===== config.mk =====
export PLATFORM = sky130hd
export DESIGN_NAME = keycode_to_ascii_translator_top
export DESIGN_NICKNAME = d
export VERILOG_FILES = /design/src/rtl/kta_pkg.sv /design/src/rtl/kta_xlate.sv /design/src/rtl/keycode_to_ascii_translator_top.sv
export SDC_FILE = /design/constraint.sdc
export NUM_CORES = 1
export LEC_CHECK = 0
export CORE_ASPECT_RATIO = 0.9
export CORE_MARGIN = 3
export CORE_UTILIZATION = 31
export CTS_BUF_LIST = sky130_fd_sc_hd__clkbuf_16
export DETAILED_ROUTE_END_ITERATION = 12
export DONT_BUFFER_PORTS = 1
export PLACE_DENSITY = 0.44
export SLEW_MARGIN = 15
export SYNTH_ARGS = -nofsm -noshare
export SYNTH_HDL_FRONTEND = slang
export SYNTH_SLANG_ARGS = --single-unit

===== constraint.sdc =====
create_clock -name i_clk -period 6.55 [get_ports i_clk]
set_input_delay 0.9825 -clock i_clk [delete_from_list [all_inputs] [get_ports i_clk]]
set_output_delay 0.9825 -clock i_clk [all_outputs]
set_load 0.005 [all_outputs]

===== src/rtl/kta_pkg.sv =====
// kta_pkg: shared types, key codes and character ROM lookups for the keycode translator.
// Depends on nothing; used by kta_xlate and keycode_to_ascii_translator_top.
`timescale 1ns / 1ps

package kta_pkg;

    typedef struct packed {
        logic shift;
        logic ctrl;
    } t_mods;

    localparam logic [15:0] EVT_KEY     = 16'd1;
    localparam logic [31:0] VAL_PRESS   = 32'd1;

    localparam logic [15:0] CODE_ESC    = 16'd1;
    localparam logic [15:0] CODE_ENTER  = 16'd28;
    localparam logic [15:0] CODE_LCTRL  = 16'd29;
    localparam logic [15:0] CODE_LSHIFT = 16'd42;
    localparam logic [15:0] CODE_RSHIFT = 16'd54;
    localparam logic [15:0] CODE_SPACE  = 16'd57;
    localparam logic [15:0] CODE_RCTRL  = 16'd97;
    localparam logic [15:0] CODE_UP     = 16'd103;
    localparam logic [15:0] CODE_LEFT   = 16'd105;
    localparam logic [15:0] CODE_RIGHT  = 16'd106;
    localparam logic [15:0] CODE_DOWN   = 16'd108;

    localparam logic [8:0] CHAR_UP    = 9'h100;
    localparam logic [8:0] CHAR_DOWN  = 9'h101;
    localparam logic [8:0] CHAR_LEFT  = 9'h102;
    localparam logic [8:0] CHAR_RIGHT = 9'h103;
    localparam logic [8:0] CHAR_LF    = 9'd10;
    localparam logic [8:0] CHAR_SPACE = 9'd32;
    localparam logic [8:0] CHAR_ESC   = 9'd27;

    function automatic logic [6:0] plain_rom(input logic [7:0] idx);
        logic [6:0] ch;
        case (idx)
            8'd1:  ch = 7'd27;
            8'd2:  ch = 7'd49;
            8'd3:  ch = 7'd50;
            8'd4:  ch = 7'd51;
            8'd5:  ch = 7'd52;
            8'd6:  ch = 7'd53;
            8'd7:  ch = 7'd54;
            8'd8:  ch = 7'd55;
            8'd9:  ch = 7'd56;
            8'd10: ch = 7'd57;
            8'd11: ch = 7'd48;
            8'd12: ch = 7'd45;
            8'd13: ch = 7'd61;
            8'd14: ch = 7'd8;
            8'd15: ch = 7'd9;
            8'd16: ch = 7'd113;
            8'd17: ch = 7'd119;
            8'd18: ch = 7'd101;
            8'd19: ch = 7'd114;
            8'd20: ch = 7'd116;
            8'd21: ch = 7'd121;
            8'd22: ch = 7'd117;
            8'd23: ch = 7'd105;
            8'd24: ch = 7'd111;
            8'd25: ch = 7'd112;
            8'd26: ch = 7'd91;
            8'd27: ch = 7'd93;
            8'd28: ch = 7'd10;
            8'd30: ch = 7'd97;
            8'd31: ch = 7'd115;
            8'd32: ch = 7'd100;
            8'd33: ch = 7'd102;
            8'd34: ch = 7'd103;
            8'd35: ch = 7'd104;
            8'd36: ch = 7'd106;
            8'd37: ch = 7'd107;
            8'd38: ch = 7'd108;
            8'd39: ch = 7'd59;
            8'd40: ch = 7'd39;
            8'd41: ch = 7'd96;
            8'd43: ch = 7'd92;
            8'd44: ch = 7'd122;
            8'd45: ch = 7'd120;
            8'd46: ch = 7'd99;
            8'd47: ch = 7'd118;
            8'd48: ch = 7'd98;
            8'd49: ch = 7'd110;
            8'd50: ch = 7'd109;
            8'd51: ch = 7'd44;
            8'd52: ch = 7'd46;
            8'd53: ch = 7'd47;
            8'd55: ch = 7'd42;
            8'd57: ch = 7'd32;
            8'd71: ch = 7'd55;
            8'd72: ch = 7'd56;
            8'd73: ch = 7'd57;
            8'd74: ch = 7'd45;
            8'd75: ch = 7'd52;
            8'd76: ch = 7'd53;
            8'd77: ch = 7'd54;
            8'd78: ch = 7'd43;
            8'd79: ch = 7'd49;
            8'd80: ch = 7'd50;
            8'd81: ch = 7'd51;
            8'd82: ch = 7'd48;
            8'd83: ch = 7'd46;
            default: ch = 7'd0;
        endcase
        return ch;
    endfunction

    function automatic logic [6:0] shift_rom(input logic [7:0] idx);
        logic [6:0] ch;
        case (idx)
            8'd1:  ch = 7'd27;
            8'd2:  ch = 7'd33;
            8'd3:  ch = 7'd64;
            8'd4:  ch = 7'd35;
            8'd5:  ch = 7'd36;
            8'd6:  ch = 7'd37;
            8'd7:  ch = 7'd94;
            8'd8:  ch = 7'd38;
            8'd9:  ch = 7'd42;
            8'd10: ch = 7'd40;
            8'd11: ch = 7'd41;
            8'd12: ch = 7'd95;
            8'd13: ch = 7'd43;
            8'd14: ch = 7'd8;
            8'd15: ch = 7'd9;
            8'd16: ch = 7'd81;
            8'd17: ch = 7'd87;
            8'd18: ch = 7'd69;
            8'd19: ch = 7'd82;
            8'd20: ch = 7'd84;
            8'd21: ch = 7'd89;
            8'd22: ch = 7'd85;
            8'd23: ch = 7'd73;
            8'd24: ch = 7'd79;
            8'd25: ch = 7'd80;
            8'd26: ch = 7'd123;
            8'd27: ch = 7'd125;
            8'd28: ch = 7'd10;
            8'd30: ch = 7'd65;
            8'd31: ch = 7'd83;
            8'd32: ch = 7'd68;
            8'd33: ch = 7'd70;
            8'd34: ch = 7'd71;
            8'd35: ch = 7'd72;
            8'd36: ch = 7'd74;
            8'd37: ch = 7'd75;
            8'd38: ch = 7'd76;
            8'd39: ch = 7'd58;
            8'd40: ch = 7'd34;
            8'd41: ch = 7'd126;
            8'd43: ch = 7'd124;
            8'd44: ch = 7'd90;
            8'd45: ch = 7'd88;
            8'd46: ch = 7'd67;
            8'd47: ch = 7'd86;
            8'd48: ch = 7'd66;
            8'd49: ch = 7'd78;
            8'd50: ch = 7'd77;
            8'd51: ch = 7'd60;
            8'd52: ch = 7'd62;
            8'd53: ch = 7'd63;
            8'd55: ch = 7'd42;
            8'd57: ch = 7'd32;
            8'd71: ch = 7'd55;
            8'd72: ch = 7'd56;
            8'd73: ch = 7'd57;
            8'd74: ch = 7'd45;
            8'd75: ch = 7'd52;
            8'd76: ch = 7'd53;
            8'd77: ch = 7'd54;
            8'd78: ch = 7'd43;
            8'd79: ch = 7'd49;
            8'd80: ch = 7'd50;
            8'd81: ch = 7'd51;
            8'd82: ch = 7'd48;
            8'd83: ch = 7'd46;
            default: ch = 7'd0;
        endcase
        return ch;
    endfunction

endpackage


===== src/rtl/kta_xlate.sv =====
// kta_xlate: combinational key code to character mapping with modifier handling.
// Depends on kta_pkg (key codes, character codes, ROM functions, t_mods).
`timescale 1ns / 1ps

module kta_xlate #(
    parameter int TABLE_ENTRIES = 128
) (
    input  logic [15:0]       i_key_code,
    input  kta_pkg::t_mods    i_mods,
    output logic [8:0]        o_char
);

    localparam int IDX_W = $clog2(TABLE_ENTRIES);

    logic [7:0] rom_idx;
    logic [6:0] plain_ch;
    logic [6:0] shift_ch;
    logic       in_table;

    assign in_table = i_key_code < 16'(TABLE_ENTRIES);
    assign rom_idx  = 8'(i_key_code[IDX_W-1:0]);
    assign plain_ch = kta_pkg::plain_rom(rom_idx);
    assign shift_ch = kta_pkg::shift_rom(rom_idx);

    always_comb begin
        o_char = 9'd0;
        case (i_key_code)
            kta_pkg::CODE_UP:     o_char = kta_pkg::CHAR_UP;
            kta_pkg::CODE_DOWN:   o_char = kta_pkg::CHAR_DOWN;
            kta_pkg::CODE_LEFT:   o_char = kta_pkg::CHAR_LEFT;
            kta_pkg::CODE_RIGHT:  o_char = kta_pkg::CHAR_RIGHT;
            kta_pkg::CODE_LCTRL,
            kta_pkg::CODE_RCTRL,
            kta_pkg::CODE_LSHIFT,
            kta_pkg::CODE_RSHIFT: o_char = 9'd0;
            kta_pkg::CODE_ENTER:  o_char = kta_pkg::CHAR_LF;
            kta_pkg::CODE_SPACE:  o_char = kta_pkg::CHAR_SPACE;
            kta_pkg::CODE_ESC:    o_char = kta_pkg::CHAR_ESC;
            default: begin
                if (!in_table) begin
                    o_char = 9'd0;
                end else if (i_mods.ctrl) begin
                    // fold letters to control codes 1-26
                    if (plain_ch >= 7'd97 && plain_ch <= 7'd122) begin
                        o_char = 9'(plain_ch - 7'd96);
                    end else if (plain_ch >= 7'd65 && plain_ch <= 7'd90) begin
                        o_char = 9'(plain_ch - 7'd64);
                    end else begin
                        o_char = 9'd0;
                    end
                end else if (i_mods.shift) begin
                    o_char = 9'(shift_ch);
                end else begin
                    o_char = 9'(plain_ch);
                end
            end
        endcase
    end

endmodule


===== src/rtl/keycode_to_ascii_translator_top.sv =====
// keycode_to_ascii_translator_top: input register, modifier flags, translation and
// result register. Depends on kta_pkg and kta_xlate.
//
//   channel | direction | handshake                  | payload
//   in      | request in| i_in_valid / o_in_stall     | i_event_type, i_key_code, i_key_value
//   out     | result out| o_out_valid / i_out_stall   | o_char_out
//
// One request per cycle unless stalled; results are registered after the input register.
// The translation path is the ROM lookup plus ctrl folding between the two registers.
// Synchronous active-low reset clears both valids and the shift and ctrl flags.
// A stalled result holds the pipe; requests that give no result still wait their turn.
`timescale 1ns / 1ps

module keycode_to_ascii_translator_top #(
    parameter int TABLE_ENTRIES = 128
) (
    input  logic        i_clk,
    input  logic        i_rst_n,
    input  logic        i_in_valid,
    output logic        o_in_stall,
    input  logic [15:0] i_event_type,
    input  logic [15:0] i_key_code,
    input  logic [31:0] i_key_value,
    output logic        o_out_valid,
    input  logic        i_out_stall,
    output logic [8:0]  o_char_out
);

    logic        r_in_valid;
    logic [15:0] r_event_type;
    logic [15:0] r_key_code;
    logic [31:0] r_key_value;
    logic        r_out_valid;
    logic [8:0]  r_char;
    kta_pkg::t_mods r_mods;
    kta_pkg::t_mods n_mods;

    logic       out_free;
    logic       advance;
    logic       accept;
    logic       is_key;
    logic       emit;
    logic [8:0] xl_char;

    assign out_free   = !r_out_valid || !i_out_stall;
    assign advance    = r_in_valid && out_free;
    assign o_in_stall = r_in_valid && !out_free;
    assign accept     = i_in_valid && !o_in_stall;

    assign is_key = r_event_type == kta_pkg::EVT_KEY;

    kta_xlate #(
        .TABLE_ENTRIES(TABLE_ENTRIES)
    ) u_xlate (
        .i_key_code (r_key_code),
        .i_mods     (r_mods),
        .o_char     (xl_char)
    );

    assign emit = is_key && (r_key_value == kta_pkg::VAL_PRESS) && (xl_char != 9'd0);

    always_comb begin
        n_mods = r_mods;
        if (is_key) begin
            if (r_key_code == kta_pkg::CODE_LSHIFT || r_key_code == kta_pkg::CODE_RSHIFT) begin
                n_mods.shift = r_key_value != 32'd0;
            end
            if (r_key_code == kta_pkg::CODE_LCTRL || r_key_code == kta_pkg::CODE_RCTRL) begin
                n_mods.ctrl = r_key_value != 32'd0;
            end
        end
    end

    always_ff @(posedge i_clk) begin
        if (!i_rst_n) begin
            r_in_valid  <= 1'b0;
            r_out_valid <= 1'b0;
            r_mods      <= '0;
        end else begin
            if (accept) begin
                r_in_valid <= 1'b1;
            end else if (advance) begin
                r_in_valid <= 1'b0;
            end
            if (advance) begin
                r_mods      <= n_mods;
                r_out_valid <= emit;
            end else if (out_free) begin
                r_out_valid <= 1'b0;
            end
        end
    end

    always_ff @(posedge i_clk) begin
        if (accept) begin
            r_event_type <= i_event_type;
            r_key_code   <= i_key_code;
            r_key_value  <= i_key_value;
        end
        if (advance && emit) begin
            r_char <= xl_char;
        end
    end

    assign o_out_valid = r_out_valid;
    assign o_char_out  = r_char;

endmodule


==> flow_summary.toml <==
[sta]
rsz0062_at_grt = "false"
tightestPinTransition_ps = 1043
drv_slew = 0
final.setup.tns_ps = 0
skew_ps = 9.829
fmax_mhz = 259.2
setup_viol = 0
slew_headroom_pct = 29.73
hold_violations = 0
fin_crit_sh_pct = 58.89
hold_ws_ps = 626.0
min_period_ps = 3857

[clock_tree]
cts_tree = "done"
h-tree-depth = 3
max-clock-path-buffers = 2
clk_pin_slew_ps = 60
root_buffer = "clkbuf_16"
post_cts_resized = 0
cts_setup_buffers = 0
cts_made_buffers = 9
cts.sinks = 91
clk_latency_ps = 340
hold_buffers = 0

[detailed_routing]
ant_nets = 0
vias_per_cell = 5.880
routed.top_layer = "met4"
drc = 0
wl_per_cell_um = 21.28
drt-pass1-iter-count = 5
vias = 3969
drt_iter0_drc = 372
wl_met1_um = 6863
wl_met2_um = 6346
drt_wl_total_um = 14360
met3_length_um = 953

[logic_synthesis]
synth_seq_area_share_pct = 51.20
synth_common_cells = "73 x edfxtp_1, 39 x a21oi_1, 39 x nand2_1"
ys_ff_latch = 91
syn_area_um2 = 4985
async_flop_share_pct = 0
synth_area_leader_cell = "edfxtp_1"
synth_flop_cell = "edfxtp_1"
synth_cell_types = 69
ys_warn_count = 0
yosys-top-cells-area = "edfxtp_1 44%, dfxtp_1 7.2%, a21oi_1 3.9%"
syn_inst = 484
synth.avg_cell_area_um2 = 10.30
synth_edf_count = 73
synth_nets = 564
netlist.area_leader.share_pct = 43.98
synth_most_common_cell = "edfxtp_1"

[global_route]
first_global_vias = 3911
grt_max_degree = 65
antenna_found_initial = 0
grt_pass1_wl_um = 22580
grt_usage_pct = 16.19
globalRouteOverflowTotal = 0

[status]
outcome = "finished clean"

[floorplan]
die_w_um = 139.7
rows = 43
initial_core_util_pct = 31.95
io_pins = 79
coreArea_um2 = 15600
dieArea_um2 = 17640
die_height_um = 126.3

[hold_path]
min_to = "r_mods[1]$_SDFFE_PN0P_"
min-delay-start = "r_key_value[0]$_DFFE_PP_"
whs_path_depth = 3
hold_class = "flip-flop to flip-flop"

[pwr]
ir_drop_mv = 0.1274
power_density_nw_per_um2 = 264.4
p_leak_nw = 1.918

[setup_path]
path_cells = "nand3_1 -> nand2_1 -> a21o_1 -> inv_1 -> ha_1 -> o21ai_0 -> o22ai_1 -> a31oi_1 -> o221a_2 -> o31ai_1"
r2r-start = "o_out_valid$_SDFFE_PN0P_"
crit_family = "compound AO/OA/AOI/OAI gates"
arrival_ps = 4100
cp_slowest_cell = "o21ai_0"
crit_buf_inv = 1
r2r_end = "u_xlate.plain_ch[0]$_DFF_P_"
r2r_slack_ps = 2860
end_kind = "flip-flop"
cpPeakStageDelay_ps = 450
ff2ff_path_depth = 10
crit_path_start = "i_out_stall"
start_kind = "primary input"
cp.required_ps = 6800
cp_max_fo = 14
crit_type = "primary input to flip-flop"

[placement]
gp_congestion = 0.9322
portBuffers = 0
dp.cells = 659
dp_hpwl_um = 10260

[final_layout]
fin_nets = 548
drive_gt1_share_pct = 6.977
area.growth.synth_to_final_pct = 8.609
final_cells = 675
antenna_cells = 0

[job]
maxCapViolations = 0
==> metal layers <==
| layer | vias to the layer above | GRT usage, % |
|---|---|---|
| met4 | 0 | 4.274 |
| met1 | 1942 | 23.51 |
| met5 | - | 0 |
| li1 | 1863 | - |
| met3 | 16 | 4.561 |
| met2 | 148 | 23.85 |
==> report_power, final <==
group	internal (mW)	leakage [nW]	switching (mW)
Clock	0.256	0.131	0.217
Sequential	0.676	0.862	0.0410
Combinational	0.0856	0.925	0.156
==> area by class of cell <==
cell class	count	area (um2)
fill	1590	10190
sequential	91	2552
multi-input combinational	347	2251
tap	202	252.7
clock buffer	9	225.2
inverter	14	52.55
clock inverter	7	42.54
timing repair buffer	5	37.54
==> cells by family after synthesis <==
family          Yosys count  share of synthesized area [%]
buf+inv                  46                          3.639
compound gates          159                          21.81
flops                    91                          51.20
simple gates            157                          16.57
xor+xnor                  4                         0.7029
fa+ha+maj                12                          3.012
mux                      15                          3.062
==> flip-flops by register name, indices dropped and copies added, names as in the netlist <==
signal / count
r_event_type: 16
r_key_value: 32
r_mods: 2
u_xlate.plain_ch: 7
u_xlate.shift_ch: 7
r_in_valid: 1
o_char_out: 9
r_key_code: 16
o_out_valid: 1
==> worst min-delay path, stage by stage, from the launching register on <==
cell and delay [ps]:
edfxtp_1 330, or3_1 120, mux2i_1 70, nor2_1 70
==> cells in the final DEF (no fill, tap or decap), drive strengths merged, types with 4 or more instances in the layout <==
| master | Yosys | layout |
|---|---|---|
| nor2 | 30 | 30 |
| nor4 | 12 | 12 |
| o211ai | 8 | 8 |
| edfxtp | 73 | 73 |
| a21oi | 39 | 39 |
| a211oi | 4 | 4 |
| nand4 | 4 | 4 |
| nor3 | 16 | 16 |
| o21ai | 33 | 33 |
| inv | 14 | 16 |
| a21o | 11 | 11 |
| a311oi | 4 | 4 |
| and3 | 9 | 9 |
| o2111ai | 4 | 4 |
| a21boi | 4 | 4 |
| o22ai | 5 | 5 |
| ha | 12 | 12 |
| clkinv | 0 | 4 |
| dfxtp | 18 | 18 |
| nand3 | 19 | 19 |
| o31ai | 13 | 13 |
| buf | 9 | 5 |
| nand2 | 39 | 39 |
| clkbuf | 23 | 9 |
| mux2i | 13 | 13 |
==> worst max path at each step <==
stage                                   to  slack, ps  depth (start not counted)
5_1_grt        u_xlate.shift_ch[0]$_DFF_P_       2550                          9
3_5_place_dp   u_xlate.plain_ch[0]$_DFF_P_       2440                         10
3_3_place_gp   u_xlate.plain_ch[0]$_DFF_P_       2490                         10
4_1_cts        u_xlate.plain_ch[0]$_DFF_P_       2790                         10
6_report       u_xlate.plain_ch[0]$_DFF_P_       2690                         10
2_1_floorplan  u_xlate.shift_ch[5]$_DFF_P_       3010                          8
==> per-stage QoR <==
step / utilization [%] / worst slack (ps) / power, mW / area, um2
final: 34.70 / 2693 / 1.431 / 5414
after floorplan: - / 3013 / 0.8920 / 4985
after detailed placement: 32.98 / 2436 / 0.9645 / 5146
after CTS: 34.70 / 2792 / 1.446 / 5414
after global routing: 34.70 / 2550 / 1.505 / 5414
after global placement: 32.98 / 2489 / 0.9677 / 5146
Note: power is estimated with default switching activity, not from simulation.
